==> src/rtl/var_residual_and_synthesis_filter_macros.svh <==
`ifndef VAR_RESIDUAL_AND_SYNTHESIS_FILTER_MACROS_SVH
`define VAR_RESIDUAL_AND_SYNTHESIS_FILTER_MACROS_SVH
// same-cycle implication
`define VAF_ASSERT_NOW(label, ante, cons) \
  label: assert property (@(posedge clk) disable iff (rst) (ante) |-> (cons)) \
    else $error("vaf check failed");
// next-cycle implication
`define VAF_ASSERT_NEXT(label, ante, cons) \
  label: assert property (@(posedge clk) disable iff (rst) (ante) |=> (cons)) \
    else $error("vaf check failed");
`endif

==> src/rtl/vaf_pkg.sv <==
`timescale 1ns / 1ps
package vaf_pkg;
  localparam int MAX_CHANNELS = 4;
  localparam int MAX_LAGS     = 16;
  localparam int CH_W         = $clog2(MAX_CHANNELS);
  localparam int LAG_W        = $clog2(MAX_LAGS);
  localparam int SMP_W        = 16;
  localparam int FRAC_W       = 14;
  localparam int PROD_W       = 2 * SMP_W;
  localparam int ACC_W        = 40;
  localparam int ROW_W        = MAX_CHANNELS * SMP_W;
  localparam int CADDR_W      = LAG_W + CH_W;

  typedef enum logic [1:0] {
    FN_LOAD    = 2'd0,
    FN_SAMPLE  = 2'd1,
    FN_RESTART = 2'd2,
    FN_NONE    = 2'd3
  } func_t;

  typedef enum logic [1:0] {
    CFG_MODE  = 2'd0,
    CFG_CHANS = 2'd1,
    CFG_LAGS  = 2'd2,
    CFG_NONE  = 2'd3
  } cfg_idx_t;

  typedef enum logic [1:0] {
    ST_IDLE,
    ST_RUN,
    ST_DRAIN,
    ST_FINISH
  } state_t;

  typedef struct packed {
    logic clear;
    logic mul_en;
    logic acc_en;
    logic use_term;
  } lane_ctl_t;

  typedef struct packed {
    logic signed [SMP_W-1:0] y;
    logic                    sat;
  } rs_t;

  function automatic rs_t round_sat(input logic signed [ACC_W-1:0] v);
    logic signed [ACC_W-1:0]        b;
    logic signed [ACC_W-FRAC_W-1:0] q;
    rs_t r;
    b = v + ACC_W'(1 << (FRAC_W - 1));
    q = b[ACC_W-1:FRAC_W];
    if (q > $signed((ACC_W-FRAC_W)'(32767))) begin
      r.y = 16'sh7fff;
      r.sat = 1'b1;
    end else if (q < -$signed((ACC_W-FRAC_W)'(32768))) begin
      r.y = 16'sh8000;
      r.sat = 1'b1;
    end else begin
      r.y = q[SMP_W-1:0];
      r.sat = 1'b0;
    end
    return r;
  endfunction
endpackage

==> src/rtl/vaf_mac_lane.sv <==
`timescale 1ns / 1ps
module vaf_mac_lane import vaf_pkg::*; (
  input  logic                    clk,
  input  lane_ctl_t               ctl,
  input  logic signed [SMP_W-1:0] coef,
  input  logic signed [SMP_W-1:0] hist,
  output logic signed [ACC_W-1:0] acc
);
  logic signed [PROD_W-1:0] prod;

  always_ff @(posedge clk) begin
    if (ctl.mul_en) begin
      if (ctl.use_term) begin
        prod <= coef * hist;
      end else begin
        prod <= '0;
      end
    end
    if (ctl.clear) begin
      acc <= '0;
    end else if (ctl.acc_en) begin
      acc <= acc + {{(ACC_W-PROD_W){prod[PROD_W-1]}}, prod};
    end
  end
endmodule

==> config.mk <==
export PLATFORM = sky130hd
export DESIGN_NAME = vaf_mac_lane
export DESIGN_NICKNAME = d
export VERILOG_FILES = /design/src/rtl/var_residual_and_synthesis_filter_macros.svh /design/src/rtl/vaf_pkg.sv /design/src/rtl/vaf_mac_lane.sv
export SDC_FILE = /design/constraint.sdc
export NUM_CORES = 1
export LEC_CHECK = 0
export BUFFER_PORTS_ARGS = -buffer_cell sky130_fd_sc_hd__buf_2
export CAP_MARGIN = 15
export CORE_MARGIN = 2
export CORE_UTILIZATION = 70
export DETAILED_ROUTE_END_ITERATION = 10
export PLACE_DENSITY = 0.87
export SLEW_MARGIN = 20
export SYNTH_ARGS = -nofsm -noshare
export SYNTH_HDL_FRONTEND = slang
export SYNTH_SLANG_ARGS = --single-unit
==> constraint.sdc <==
create_clock -name clk -period 15.97 [get_ports clk]
set_clock_uncertainty 0.05 [all_clocks]
set_input_delay 0.7985 -clock clk [delete_from_list [all_inputs] [get_ports clk]]
set_output_delay 0.7985 -clock clk [all_outputs]
set_load 0.05 [all_outputs]
==> flow_summary_export.csv <==
group,metric,value,unit
synthesis,ys_top_cells_by_count,"inv_1 (297), fa_1 (263), nand2_1 (156)",
drt,vias,11202,
drt,wl,34.0,mm
grt,grt_pass1_vias,11746,
place,pre_cts_ws,8.79,ns
job,cap_viol_max_count,0,
worst_setup_path,path_max_fanout,16,
synthesis,ys_seq_area_share,12.2,%
timing,tns,0,ns
synthesis,synth_area,0.0145,sq mm
worst_setup_path,cp_cell_sequence,"buf_2 -> nand2_1 -> inv_1 -> fa_1 -> fa_1 -> fa_1 -> fa_1 -> fa_1 -> inv_1 -> fa_1 -> inv_1 -> ha_1 -> and3_1 -> a221o_1 -> a21oi_1 -> o31ai_1 -> o2111ai_2 -> nand3_1 -> a31oi_1 -> a22oi_1 -> mux2_1",
timing,worst-slew-pin-transition,1.03,ns
clocking,clock_latency,0.34,ns
final_layout,fillers,1436,
synthesis,yosys-top-cells-area,"fa_1 (36%), ha_1 (10%), inv_1 (7.7%), edfxtp_1 (6.6%), and2_1 (5.8%)",
worst_setup_path,crit_top_cell,"fa_1",
floorplan,coreArea,0.0203,sq mm
worst_setup_path,crit_path_top_delay_cell,"fa_1",
hold_path,hold_path_end,"acc[33]$_SDFFE_PP0P_",
synthesis,synth_top_cell_by_area,"fa_1",
timing,rsz0062_at_grt,"no",
place,routabilityCongestion,0.891,
clocking,cts.repair.resized,0,
worst_setup_path,worstReg2RegEnd,"acc[36]$_SDFFE_PP0P_",
synthesis,ys_ff_latch,72,
final_layout,final_layout_size_suffix_gt1_share,7.58,%
floorplan,die_h,148,microns
final_layout,diodes,0,
drt,avgViaCountPerCell,5.96,
timing,fin_crit_sh,43.1,%
drt,wl_per_cell,18.1,microns
timing,finalSetupViolations,0,
clocking,h-tree-depth,3,
worst_setup_path,crit_type,"in2reg",
grt,grt-ovfl-total,0,
final_layout,final_area,0.0153,sq mm
grt,antenna_found_initial,0,
synthesis,netlist_instances,1567,
timing,period_minus_slack,6.88,ns
clocking,cts_tree,"done",
drt,first_iter_violations,916,
clocking,clk_pin_slew,0.06,ns
synthesis,synth-edff-count,32,
final_layout,nNetsFinal,2025,
worst_setup_path,cp-end-kind,"flip-flop",
grt,grt_usage,32.5,%
floorplan,ios,77,
status,outcome,"completed",
timing,hold_viol_final,0,
hold_path,hold_path.class,"reg2reg",
hold_path,hp-start,"acc[33]$_SDFFE_PP0P_",
worst_setup_path,critPathArrivalTime,6.92,ns
worst_setup_path,r2r_slack,12.76,ns
synthesis,synth_cell_type_count,82,
timing,max_freq,0.145,GHz
place,dp_hpwl,27.7,mm
floorplan,dieArea,0.0219,sq mm
grt,grt_pass1_wl,56.5,mm
clocking,cts_setup_buffers,0,
synthesis,async_flop_share,0,%
timing,layout_setup_ws,9.09,ns
synthesis,ys_warn_count,0,
synthesis,synth.most_common_cell,"inv_1",
timing,relSlewSlack,31.5,%
drt,postRouteAntennaNets,0,
grt,grt_max_degree,47,
worst_setup_path,startpoint_type,"input port",
clocking,cts_sinks,72,
place,portBuffers,76,
timing,drv_slew,0,
place,placed_area,0.0150,sq mm
hold_path,holdPathStages,2,
worst_setup_path,worstReg2RegStart,"acc[0]$_SDFFE_PP0P_",
drt,drc_errors,0,
synthesis,synth.avg_cell_area,9.25,sq um
synthesis,synth_top_area_share,36.3,%
synthesis,syn_nets,1988,
clocking,cts_made_buffers,9,
clocking,cts_hold_buffers,0,
worst_setup_path,worst_ep_required_time,16.00,ns
worst_setup_path,r2r.worst_path.cells,12,
drt,firstDrtPassIters,5,
synthesis,synthFlopType,"dfxtp_1",
floorplan,start_util,71.4,%
clocking,cts-root-buf,"clkbuf_16",
clocking,max-clock-path-buffers,2,
worst_setup_path,max_stage_delay,0.76,ns
floorplan,die_x,148,microns
floorplan,fp-row-count,52,
final_layout,area_growth,5.72,%
-- cell type report --
class,instances,area (sq um),area share (%)
Inverter,299,1120,7.32
Timing Repair Buffer,76,380,2.48
Clock inverter,5,55.1,0.359
Multi-Input combinational cell,1146,11400,74.5
Sequential cell,72,1760,11.5
Tap cell,270,338,2.20
Clock buffer,11,254,1.66
-- worst max-delay path by stage --
stage                       start                     end  slack, ns  cells after the start
after global routing      hist[1]  prod[31]$_SDFFCE_PN0P_       8.77                     20
final                     hist[1]  prod[31]$_SDFFCE_PN0P_       9.09                     21
after detailed placement  hist[1]  prod[31]$_SDFFCE_PN0P_       8.79                     21
after floorplan           hist[1]  prod[31]$_SDFFCE_PN0P_       9.24                     21
after CTS                 hist[1]  prod[31]$_SDFFCE_PN0P_       9.11                     21
after global placement    hist[1]  prod[31]$_SDFFCE_PN0P_       8.96                     21
-- flip-flops by register name (all words and copies together), names as in the netlist --
| name | cells |
|---|---|
| prod | 32 |
| acc | 40 |
-- logic make-up after synthesis --
group	after synthesis	share of synthesized area [%]
simple gates	475	16.3
fa+ha+maj	384	46.8
buf+inv	349	9.11
compound gates	210	10.9
flops	72	12.2
xor+xnor	57	3.44
mux	20	1.39
-- worst max-delay path, delay by kind of cell --
| kind | cells | cell delay (ns) |
|---|---|---|
| AO/OA/AOI/OAI | 6 | 1.29 |
| multiplexers | 1 | 0.34 |
| adder cells (fa/ha/maj) | 7 | 3.55 |
| buffers and inverters | 4 | 0.40 |
| AND/OR/NAND/NOR | 3 | 0.53 |
-- layout by cell type (no fill, tap or decap), types with 23 or more instances in the layout --
| cell | count |
|---|---|
| edfxtp_1 | 32 |
| fa_1 | 263 |
| buf_2 | 76 |
| a21o_1 | 42 |
| nor2_1 | 100 |
| xnor2_1 | 35 |
| inv_1 | 297 |
| dfxtp_1 | 40 |
| and2_1 | 134 |
| o21ai_0 | 23 |
| a21oi_1 | 51 |
| ha_1 | 121 |
| nand2_1 | 156 |
-- stage by stage --
step / utilization (%) / hold WS (ns) / cells
6_report: 75.5 / 0.432 / 1879
5_1_grt: 75.5 / 0.466 / 1879
4_1_cts: 75.5 / 0.432 / 1879
3_5_place_dp: 74.0 / 0.424 / 1863
3_3_place_gp: 74.0 / 0.419 / 1863
2_1_floorplan: - / 0.518 / 1567
-- routing by layer --
metal / GRT usage [%] / share of wire (%) / vias to the layer above
li1: - / - / 5027
met1: 42.1 / 38 / 5596
met2: 57.0 / 51 / 485
met3: 3.89 / 7.0 / 94
met4: 11.8 / 3.4 / 0
met5: 0 / 0 / -
Power is not shown: default switching activity piles up to over one toggle a cycle in this logic, so the estimate is an artifact.
